===== src/design/ptt_pkg.sv =====
`timescale 1ns / 1ps

package ptt_pkg;

  // Fixed field widths.
  localparam int ANGLE_W    = 24;
  localparam int CMP_W      = 12;
  localparam int GAIN_W     = 16;
  localparam int GAIN_FRAC  = 16;
  localparam int CFG_IDX_W  = 3;
  localparam int CFG_DATA_W = 24;
  localparam int MUL_W      = 32;

  // Defaults for the top-level parameters.
  localparam int COORD_BITS_DEF      = 10;
  localparam int ANGLE_FRAC_BITS_DEF = 16;

  // The servo mapping angle*2000/180 reduces to angle*100/9.
  // The division by 9 is a multiplication by ceil(2^35/9) and a shift.
  localparam logic [MUL_W-1:0] DEG_SCALE   = 32'd100;
  localparam logic [MUL_W-1:0] RECIP_NINE  = 32'd3817748708;
  localparam int               RECIP_SHIFT = 35;
  localparam logic [CMP_W-1:0] CMP_OFFSET  = 12'd500;

  localparam int MID_DEG = 90;

  // Register reset values.
  localparam logic [GAIN_W-1:0]  GAIN_RST      = 16'd655;
  localparam logic [ANGLE_W-1:0] ANGLE_MIN_RST = 24'd0;
  localparam logic [ANGLE_W-1:0] ANGLE_MAX_RST = 24'd11796480;

  typedef enum logic [CFG_IDX_W-1:0] {
    CFG_GAIN     = 3'd0,
    CFG_PAN_DIR  = 3'd1,
    CFG_TILT_DIR = 3'd2,
    CFG_PAN_MIN  = 3'd3,
    CFG_PAN_MAX  = 3'd4,
    CFG_TILT_MIN = 3'd5,
    CFG_TILT_MAX = 3'd6
  } cfg_reg_e;

endpackage


===== src/design/ptt_in_if.sv =====
`timescale 1ns / 1ps

interface ptt_in_if import ptt_pkg::*; #(
  parameter int COORD_W = COORD_BITS_DEF
) ();
  logic               valid;
  logic               ready;
  logic [COORD_W-1:0] goal_x;
  logic [COORD_W-1:0] goal_y;
  logic [COORD_W-1:0] spot_x;
  logic [COORD_W-1:0] spot_y;

  modport source (output valid, goal_x, goal_y, spot_x, spot_y, input ready);
  modport sink (input valid, goal_x, goal_y, spot_x, spot_y, output ready);
endinterface


===== src/design/ptt_out_if.sv =====
`timescale 1ns / 1ps

interface ptt_out_if import ptt_pkg::*; ();
  logic               valid;
  logic               ready;
  logic [CMP_W-1:0]   pan_compare;
  logic [CMP_W-1:0]   tilt_compare;
  logic               pan_moved;
  logic               tilt_moved;
  logic [ANGLE_W-1:0] pan_angle;
  logic [ANGLE_W-1:0] tilt_angle;

  modport source (output valid, pan_compare, tilt_compare, pan_moved, tilt_moved,
                  pan_angle, tilt_angle, input ready);
  modport sink (input valid, pan_compare, tilt_compare, pan_moved, tilt_moved,
                pan_angle, tilt_angle, output ready);
endinterface


===== src/design/ptt_cfg_if.sv =====
`timescale 1ns / 1ps

interface ptt_cfg_if import ptt_pkg::*; ();
  logic                  valid;
  logic                  ready;
  logic [CFG_IDX_W-1:0]  index;
  logic [CFG_DATA_W-1:0] data;

  modport source (output valid, index, data, input ready);
  modport sink (input valid, index, data, output ready);
endinterface


===== src/design/pan_tilt_servo_tracker.sv =====
`timescale 1ns / 1ps
// A new input item is taken only while the block is idle, not before the last one is through.
// Each axis takes seven steps (gain product, candidate, limit test, clamp, scale, divide, offset),
// and three of them use the one shared 32x32 multiplier. A finished result waits in the output
// register while the next item is taken. A result that is still not taken holds the block in its
// last step. Reset (asynchronous, active low) loads the register defaults and sets both angles
// to 90 degrees; no clearing pass is needed.

module pan_tilt_servo_tracker import ptt_pkg::*; #(
  parameter int COORD_BITS      = COORD_BITS_DEF,
  parameter int ANGLE_FRAC_BITS = ANGLE_FRAC_BITS_DEF
) (
  input  logic       clk_i,
  input  logic       rst_ni,
  ptt_in_if.sink     in_i,
  ptt_out_if.source  out_o,
  ptt_cfg_if.sink    cfg_i
);

  localparam int POS_W  = (ANGLE_FRAC_BITS + 8 > ANGLE_W) ? ANGLE_FRAC_BITS + 8 : ANGLE_W;
  localparam int UP     = (ANGLE_FRAC_BITS > GAIN_FRAC) ? ANGLE_FRAC_BITS - GAIN_FRAC : 0;
  localparam int DN     = (ANGLE_FRAC_BITS < GAIN_FRAC) ? GAIN_FRAC - ANGLE_FRAC_BITS : 0;
  localparam int MAG_W  = MUL_W + UP;
  localparam int CAND_W = ((MAG_W > POS_W) ? MAG_W : POS_W) + 2;
  localparam int CMP_SH = RECIP_SHIFT + ANGLE_FRAC_BITS;

  localparam logic [MUL_W:0]   RND     = (MUL_W+1)'((64'(1) << DN) - 64'(1));
  localparam logic [POS_W-1:0] MID_POS = POS_W'(MID_DEG) << ANGLE_FRAC_BITS;

  typedef enum logic [8:0] {
    S_IDLE  = 9'b000000001,
    S_MUL   = 9'b000000010,
    S_CAND  = 9'b000000100,
    S_UPD   = 9'b000001000,
    S_CLAMP = 9'b000010000,
    S_M100  = 9'b000100000,
    S_RECIP = 9'b001000000,
    S_CMP   = 9'b010000000,
    S_DONE  = 9'b100000000
  } state_e;

  state_e state_q, state_d;
  logic   axis_q, axis_d;

  // Configuration registers.
  logic [GAIN_W-1:0]  gain_q;
  logic               pan_dir_q, tilt_dir_q;
  logic [ANGLE_W-1:0] pan_min_q, pan_max_q, tilt_min_q, tilt_max_q;

  // Per-axis state and working registers (index 0 is pan, 1 is tilt).
  logic [POS_W-1:0]      pos_q [2];
  logic [COORD_BITS-1:0] err_mag_q [2];
  logic                  err_neg_q [2];
  logic [CMP_W-1:0]      cmp_q [2];
  logic                  moved_q [2];
  logic [2*MUL_W-1:0]    prod_q;
  logic [CAND_W-1:0]     cand_q;
  logic [ANGLE_W-1:0]    clamp_q;
  logic                  out_valid_q;

  logic                  in_fire, out_free;
  logic [COORD_BITS:0]   diff_x, diff_y;
  logic [MUL_W-1:0]      mul_a, mul_b;
  logic [2*MUL_W-1:0]    mul_p;
  logic [ANGLE_W-1:0]    lo_sel, hi_sel;
  logic                  dir_sel, inc_neg, upd_ok;
  logic [MUL_W:0]        sum_rnd;
  logic [MAG_W-1:0]      mag;
  logic [CAND_W-1:0]     mag_ext, cand_d;
  logic [POS_W-1:0]      pos_sel, lo_pos, hi_pos;
  logic [ANGLE_W-1:0]    clamp_d;

  assign in_i.ready  = (state_q == S_IDLE);
  assign cfg_i.ready = 1'b1;
  assign in_fire     = in_i.valid && in_i.ready;
  assign out_free    = !out_valid_q || out_o.ready;

  assign diff_x = {1'b0, in_i.goal_x} - {1'b0, in_i.spot_x};
  assign diff_y = {1'b0, in_i.goal_y} - {1'b0, in_i.spot_y};

  // Per-axis selection.
  assign lo_sel  = axis_q ? tilt_min_q : pan_min_q;
  assign hi_sel  = axis_q ? tilt_max_q : pan_max_q;
  assign dir_sel = axis_q ? tilt_dir_q : pan_dir_q;
  assign pos_sel = pos_q[axis_q];
  assign lo_pos  = POS_W'(lo_sel);
  assign hi_pos  = POS_W'(hi_sel);

  // Shared multiplier.
  always_comb begin
    mul_a = '0;
    mul_b = '0;
    unique case (state_q)
      S_MUL: begin
        mul_a = MUL_W'(err_mag_q[axis_q]);
        mul_b = MUL_W'(gain_q);
      end
      S_M100: begin
        mul_a = MUL_W'(clamp_q);
        mul_b = DEG_SCALE;
      end
      S_RECIP: begin
        mul_a = prod_q[MUL_W-1:0];
        mul_b = RECIP_NINE;
      end
      default: begin
        mul_a = '0;
        mul_b = '0;
      end
    endcase
  end
  assign mul_p = {{MUL_W{1'b0}}, mul_a} * {{MUL_W{1'b0}}, mul_b};

  // A negative product rounds toward minus infinity when the angle has fewer
  // fraction bits than the gain, so its magnitude rounds up.
  assign sum_rnd = {1'b0, prod_q[MUL_W-1:0]} + (err_neg_q[axis_q] ? RND : '0);
  assign mag     = MAG_W'(sum_rnd >> DN) << UP;
  assign mag_ext = CAND_W'(mag);
  assign inc_neg = err_neg_q[axis_q] ^ ~dir_sel;
  assign cand_d  = CAND_W'(pos_sel) + (inc_neg ? (~mag_ext + CAND_W'(1)) : mag_ext);

  assign upd_ok = ($signed(CAND_W'(lo_sel)) < $signed(cand_q)) &&
                  ($signed(cand_q) < $signed(CAND_W'(hi_sel)));

  // Clamping tests the upper limit first.
  always_comb begin
    if (pos_sel > hi_pos) begin
      clamp_d = hi_sel;
    end else if (pos_sel < lo_pos) begin
      clamp_d = lo_sel;
    end else begin
      clamp_d = ANGLE_W'(pos_sel);
    end
  end

  always_comb begin
    state_d = state_q;
    axis_d  = axis_q;
    unique case (state_q)
      S_IDLE: begin
        if (in_fire) begin
          state_d = S_MUL;
          axis_d  = 1'b0;
        end
      end
      S_MUL:   state_d = S_CAND;
      S_CAND:  state_d = S_UPD;
      S_UPD:   state_d = S_CLAMP;
      S_CLAMP: state_d = S_M100;
      S_M100:  state_d = S_RECIP;
      S_RECIP: state_d = S_CMP;
      S_CMP: begin
        if (axis_q) begin
          state_d = S_DONE;
        end else begin
          state_d = S_MUL;
          axis_d  = 1'b1;
        end
      end
      S_DONE: begin
        if (out_free) begin
          state_d = S_IDLE;
        end
      end
      default: state_d = S_IDLE;
    endcase
  end

  always_ff @(posedge clk_i or negedge rst_ni) begin
    if (!rst_ni) begin
      state_q     <= S_IDLE;
      axis_q      <= 1'b0;
      out_valid_q <= 1'b0;
      pos_q[0]    <= MID_POS;
      pos_q[1]    <= MID_POS;
      gain_q      <= GAIN_RST;
      pan_dir_q   <= 1'b1;
      tilt_dir_q  <= 1'b1;
      pan_min_q   <= ANGLE_MIN_RST;
      pan_max_q   <= ANGLE_MAX_RST;
      tilt_min_q  <= ANGLE_MIN_RST;
      tilt_max_q  <= ANGLE_MAX_RST;
    end else begin
      state_q <= state_d;
      axis_q  <= axis_d;
      if (state_q == S_DONE && out_free) begin
        out_valid_q <= 1'b1;
      end else if (out_o.ready) begin
        out_valid_q <= 1'b0;
      end
      if (state_q == S_UPD && upd_ok) begin
        pos_q[axis_q] <= POS_W'(cand_q);
      end
      if (cfg_i.valid) begin
        unique case (cfg_reg_e'(cfg_i.index))
          CFG_GAIN:     gain_q     <= cfg_i.data[GAIN_W-1:0];
          CFG_PAN_DIR:  pan_dir_q  <= cfg_i.data[0];
          CFG_TILT_DIR: tilt_dir_q <= cfg_i.data[0];
          CFG_PAN_MIN:  pan_min_q  <= cfg_i.data[ANGLE_W-1:0];
          CFG_PAN_MAX:  pan_max_q  <= cfg_i.data[ANGLE_W-1:0];
          CFG_TILT_MIN: tilt_min_q <= cfg_i.data[ANGLE_W-1:0];
          CFG_TILT_MAX: tilt_max_q <= cfg_i.data[ANGLE_W-1:0];
          default: ;
        endcase
      end
    end
  end

  // Datapath registers.
  always_ff @(posedge clk_i) begin
    if (in_fire) begin
      err_neg_q[0] <= diff_x[COORD_BITS];
      err_neg_q[1] <= diff_y[COORD_BITS];
      err_mag_q[0] <= diff_x[COORD_BITS] ? COORD_BITS'(-diff_x) : diff_x[COORD_BITS-1:0];
      err_mag_q[1] <= diff_y[COORD_BITS] ? COORD_BITS'(-diff_y) : diff_y[COORD_BITS-1:0];
    end
    if (state_q == S_MUL || state_q == S_M100 || state_q == S_RECIP) begin
      prod_q <= mul_p;
    end
    if (state_q == S_CAND) begin
      cand_q <= cand_d;
    end
    if (state_q == S_UPD) begin
      moved_q[axis_q] <= upd_ok;
    end
    if (state_q == S_CLAMP) begin
      clamp_q <= clamp_d;
    end
    if (state_q == S_CMP) begin
      cmp_q[axis_q] <= CMP_W'(prod_q >> CMP_SH) + CMP_OFFSET;
    end
    if (state_q == S_DONE && out_free) begin
      out_o.pan_compare  <= cmp_q[0];
      out_o.tilt_compare <= cmp_q[1];
      out_o.pan_moved    <= moved_q[0];
      out_o.tilt_moved   <= moved_q[1];
      out_o.pan_angle    <= pos_q[0][ANGLE_W-1:0];
      out_o.tilt_angle   <= pos_q[1][ANGLE_W-1:0];
    end
  end

  assign out_o.valid = out_valid_q;

  a_start_pan: assert property (@(posedge clk_i) disable iff (!rst_ni)
    in_fire |=> (state_q == S_MUL) && (axis_q == 1'b0))
    else $error("item did not start on the pan axis");

  a_hold_pos: assert property (@(posedge clk_i) disable iff (!rst_ni)
    (state_q == S_UPD) && !upd_ok |=> $stable(pos_q[0]) && $stable(pos_q[1]))
    else $error("angle changed although the limit test failed");

  a_busy: assert property (@(posedge clk_i) disable iff (!rst_ni)
    (state_q != S_IDLE) |-> !in_i.ready)
    else $error("input taken while an item is in progress");

  a_deliver: assert property (@(posedge clk_i) disable iff (!rst_ni)
    (state_q == S_DONE) && out_free |=> out_valid_q && (state_q == S_IDLE))
    else $error("finished item not moved to the output register");

endmodule


===== src/flat_wrapper.sv =====
// flat-port wrapper written by rule: the top's interface ports become plain ports
module pan_tilt_servo_tracker_flat import ptt_pkg::*;
#(
  parameter int COORD_BITS      = COORD_BITS_DEF,
  parameter int ANGLE_FRAC_BITS = ANGLE_FRAC_BITS_DEF
)
  (clk_i, rst_ni, in_i_valid, in_i_goal_x, in_i_goal_y, in_i_spot_x, in_i_spot_y, in_i_ready, out_o_valid, out_o_pan_compare, out_o_tilt_compare, out_o_pan_moved, out_o_tilt_moved, out_o_pan_angle, out_o_tilt_angle, out_o_ready, cfg_i_valid, cfg_i_index, cfg_i_data, cfg_i_ready);
  ptt_in_if #(.COORD_W((COORD_BITS_DEF))) in_i_i ();
  ptt_out_if out_o_i ();
  ptt_cfg_if cfg_i_i ();
  input  logic clk_i;
  input  logic rst_ni;
  input wire logic [$bits(in_i_i.valid)-1:0] in_i_valid;
  input wire logic [$bits(in_i_i.goal_x)-1:0] in_i_goal_x;
  input wire logic [$bits(in_i_i.goal_y)-1:0] in_i_goal_y;
  input wire logic [$bits(in_i_i.spot_x)-1:0] in_i_spot_x;
  input wire logic [$bits(in_i_i.spot_y)-1:0] in_i_spot_y;
  output wire logic [$bits(in_i_i.ready)-1:0] in_i_ready;
  output wire logic [$bits(out_o_i.valid)-1:0] out_o_valid;
  output wire logic [$bits(out_o_i.pan_compare)-1:0] out_o_pan_compare;
  output wire logic [$bits(out_o_i.tilt_compare)-1:0] out_o_tilt_compare;
  output wire logic [$bits(out_o_i.pan_moved)-1:0] out_o_pan_moved;
  output wire logic [$bits(out_o_i.tilt_moved)-1:0] out_o_tilt_moved;
  output wire logic [$bits(out_o_i.pan_angle)-1:0] out_o_pan_angle;
  output wire logic [$bits(out_o_i.tilt_angle)-1:0] out_o_tilt_angle;
  input wire logic [$bits(out_o_i.ready)-1:0] out_o_ready;
  input wire logic [$bits(cfg_i_i.valid)-1:0] cfg_i_valid;
  input wire logic [$bits(cfg_i_i.index)-1:0] cfg_i_index;
  input wire logic [$bits(cfg_i_i.data)-1:0] cfg_i_data;
  output wire logic [$bits(cfg_i_i.ready)-1:0] cfg_i_ready;
  assign in_i_i.valid = in_i_valid;
  assign in_i_i.goal_x = in_i_goal_x;
  assign in_i_i.goal_y = in_i_goal_y;
  assign in_i_i.spot_x = in_i_spot_x;
  assign in_i_i.spot_y = in_i_spot_y;
  assign in_i_ready = in_i_i.ready;
  assign out_o_valid = out_o_i.valid;
  assign out_o_pan_compare = out_o_i.pan_compare;
  assign out_o_tilt_compare = out_o_i.tilt_compare;
  assign out_o_pan_moved = out_o_i.pan_moved;
  assign out_o_tilt_moved = out_o_i.tilt_moved;
  assign out_o_pan_angle = out_o_i.pan_angle;
  assign out_o_tilt_angle = out_o_i.tilt_angle;
  assign out_o_i.ready = out_o_ready;
  assign cfg_i_i.valid = cfg_i_valid;
  assign cfg_i_i.index = cfg_i_index;
  assign cfg_i_i.data = cfg_i_data;
  assign cfg_i_ready = cfg_i_i.ready;
  pan_tilt_servo_tracker #(.COORD_BITS(COORD_BITS), .ANGLE_FRAC_BITS(ANGLE_FRAC_BITS)) u_core (.clk_i(clk_i), .rst_ni(rst_ni), .in_i(in_i_i), .out_o(out_o_i), .cfg_i(cfg_i_i));
endmodule

===== config.mk =====
export PLATFORM = sky130hd
export DESIGN_NAME = pan_tilt_servo_tracker_flat
export DESIGN_NICKNAME = d
export VERILOG_FILES = /design/src/design/ptt_pkg.sv /design/src/design/ptt_in_if.sv /design/src/design/ptt_out_if.sv /design/src/design/ptt_cfg_if.sv /design/src/design/pan_tilt_servo_tracker.sv /design/src/flat_wrapper.sv
export SDC_FILE = /design/constraint.sdc
export NUM_CORES = 2
export LEC_CHECK = 0
export BUFFER_PORTS_ARGS = -buffer_cell sky130_fd_sc_hd__buf_2
export CAP_MARGIN = 30
export CORE_MARGIN = 2
export CORE_UTILIZATION = 41
export DETAILED_ROUTE_END_ITERATION = 10
export PLACE_DENSITY = 0.6
export SLEW_MARGIN = 40
export SYNTH_ARGS = -nofsm -noshare
export SYNTH_HDL_FRONTEND = slang
export SYNTH_SLANG_ARGS = --single-unit

===== constraint.sdc =====
create_clock -name clk_i -period 9.1 [get_ports clk_i]
set_input_delay 2.73 -clock clk_i [delete_from_list [all_inputs] [get_ports clk_i]]
set_output_delay 2.73 -clock clk_i [all_outputs]
set_load 0.05 [all_outputs]

==> results_dict.tcl <==
set metrics [dict create \
    dr.pass1.iters 5 \
    cap_violations 0 \
    p_per_area_nw_per_um2 218.2 \
    hold_violations 0 \
    use_met3_pct 2.318 \
    use_met1_pct 30.80 \
    root_buffer "clkbuf_16" \
    endpoint_kind "flip-flop" \
    worst_pin_slew_ns 0.8842 \
    dp_hpwl_mm 100.1 \
    largest-register "u_core.pos_q" \
    cts_buffers 39 \
    max_slew_margin_pct 39.36 \
    die_h_um 330.7 \
    largestRegisters "u_core.pos_q: 48 flops, u_core.prod_q: 44 flops, u_core.cand_q: 34 flops" \
    hold_path_class "flip-flop to flip-flop" \
    cts.clk_slew.worst_paths_ns 0.07 \
    grt_max_degree 99 \
    drtAntennaViolNets 0 \
    final_nets 5599 \
    port-buffer-count 147 \
    synth_warnings 0 \
    total_leakage_power_nw 24.65 \
    fin_setup_tns_ns 0 \
    num_rows 119 \
    grt_pass1_wl_mm 183.5 \
    clock_skew_ns 0.03675 \
    ys.flop_type "edfxtp_1" \
    wl_per_cell_um 19.91 \
    max_stage_delay_ns 0.55 \
    ys_seq_elements 397 \
    core_area_um2 105600 \
    setup-violations-final 0 \
    synth_edf_count 224 \
    initial_utilization_pct 41.46 \
    gp_congestion 0.9573 \
    fill_cells 9855 \
    slowest_stage "fa_1" \
    busiest_layer "met2" \
    required_ns 9.40 \
    slew_violations 0 \
    cts_tree "built" \
    drt_iter0_drc 2051 \
    outcome "complete, no violations" \
    irDropWorstVdd_v 0.0004810 \
    path_max_fanout 6 \
    crit_path_start_kind "flip-flop" \
    cts.sinks 397 \
    syn_inst 4023 \
    gr-total-overflow 0 \
    worstPathArrival_ns 9.10 \
    finalCritPeriodShare_pct 96.79 \
    wirelength_mm 116.7 \
    via_count 29649 \
    drc 0 \
    antenna_found_initial 0 \
    cts_hold_buf 0 \
    netlist_area_um2 43770 \
    synthArstFlopShare_pct 43.58 \
    vias_per_cell 5.057 \
    h-tree-depth 2 \
    fin_crit_ns 8.808 \
    grtUsageMet2_pct 36.99 \
    fp.dieW_um 330.7 \
    clk_latency_ns 0.59 \
    drive_gt1_share_pct 14.90 \
    syn_avg_cell_area_um2 10.88 \
    crit_top_cell "fa_1" \
    cts_max_path_buffers 3 \
    grt_pass1_vias 31193 \
    p_total_mw 10.72 \
    ys_types 86 \
    area_growth_pct 12.21 \
    fmaxAchievable_ghz 0.1135 \
    path_class "flip-flop to flip-flop" \
    seq_area_frac_synth_pct 25.33 \
    ioPinCount 149 \
    grt_usage_pct 22.17 \
    die-area_um2 109400 \
    largest_reg_flops 48 \
]
-- synthesized netlist by cell type, types with 14 or more instances --
cell type,number,area share (%)
inv_1,899,7.7
fa_1,607,28
ha_1,478,14
edfxtp_1,224,15
mux2_2,197,5.1
nor2_1,196,1.7
nand2_1,183,1.6
dfrtp_1,148,8.5
a21oi_1,120,1.4
xnor2_1,100,2.0
o21ai_0,85,0.97
mux2i_1,81,1.9
a21o_1,68,1.2
and2_1,63,0.90
clkbuf_1,60,0.51
xor2_1,41,0.82
nand2b_1,37,0.53
nand3_1,37,0.42
nor3_1,29,0.33
dfstp_2,25,1.5
nand4_1,24,0.34
o21a_1,22,0.38
mux2_4,20,0.69
nor2b_1,18,0.26
or2_2,17,0.24
o21bai_1,16,0.27
a211oi_1,15,0.26
a31oi_1,15,0.21
or3_1,14,0.20
-- timing repair --
action / in CTS / in global routing
cloned: 0 / 1
setup buffers: 2 / 6
endpoints found under the setup margin: 5 / 15
pin swaps: 1 / 9
gates resized for setup: 7 / 58
-- critical path, delay by kind of cell (launching register included) --
kind	cells	cell delay [ns]
fa+ha+maj	9	3.93
compound gates	6	1.12
xor+xnor	1	0.15
flops	1	0.40
buf+inv	8	0.91
simple gates	9	2.01
-- logic make-up after synthesis --
group / share of synthesized area (%)
adder cells (fa/ha/maj): 41.43
buffers and inverters: 8.547
AND/OR/NAND/NOR: 7.918
AO/OA/AOI/OAI: 6.335
flip-flops: 25.33
multiplexers: 7.607
XOR/XNOR: 2.821
other: 0.01716
-- power breakdown --
part           total, mW  internal, mW  switching [mW]
clock               1.56         0.852           0.704
combinational       6.65          2.69            3.97
sequential          2.51          2.31           0.197
total               10.7          5.85            4.87
-- cell usage in the layout, fill, tap and decap left out, drive strengths merged, types with 100 or more instances in the layout --
cell type  count
inv          901
nand2        183
conb         199
edfxtp       224
xnor2        100
dfrtp        148
mux2         217
buf          262
nor2         196
a21oi        120
fa           607
ha           478
-- area by class of cell --
class	instances	area [um^2]	share of cell area [%]
antenna	2	5.005	0.01019
clock buffer	53	1060	2.158
clock inverter	16	130.1	0.2649
inverter	899	3374	6.870
multi-input combinational	2842	30000	61.07
sequential	397	11090	22.58
tap	1391	1740	3.543
timing repair buffer	263	1722	3.505
-- metal layers --
layer	part of all wire, %	vias to the layer above	wire length, um
met5	0	-	0
li1	-	13659	-
met2	48	705	56170
met3	4.4	146	5167
met4	3.0	0	3537
met1	44	15139	51860
-- worst paths after layout --
kind,startpoint,slack [ns],cells past startpoint,endpoint
worst max-delay path,u_core.state_q[3],0.29,33,u_core.prod_q[58]
worst min-delay path,u_core.cmp_q[1][1],0.42,0,out_o_tilt_compare[1]
worst max register to register,u_core.state_q[3],0.29,33,u_core.prod_q[58]
worst min register to register,u_core.cmp_q[1][1],0.42,0,out_o_tilt_compare[1]
max in group asynchronous,rst_ni,6.16,2,u_core.state_q[6]
min in group asynchronous,rst_ni,1.97,1,u_core.tilt_min_q[11]
-- stage by stage --
step	cells	utilization (%)	worst slack (ns)	area [um^2]	hold WS (ns)
3_5_place_dp	5783	45.10	-0.09975	47610	0.4045
3_3_place_gp	5780	45.04	0.06947	47550	0.4006
2_1_floorplan	4220	-	0.2432	44510	0.4003
6_report	5863	46.53	0.2918	49120	0.4168
5_1_grt	5861	46.52	-0.03703	49110	0.4245
4_1_cts	5854	46.27	0.03642	48840	0.4189
Note: power is estimated with default switching activity, not from simulation.
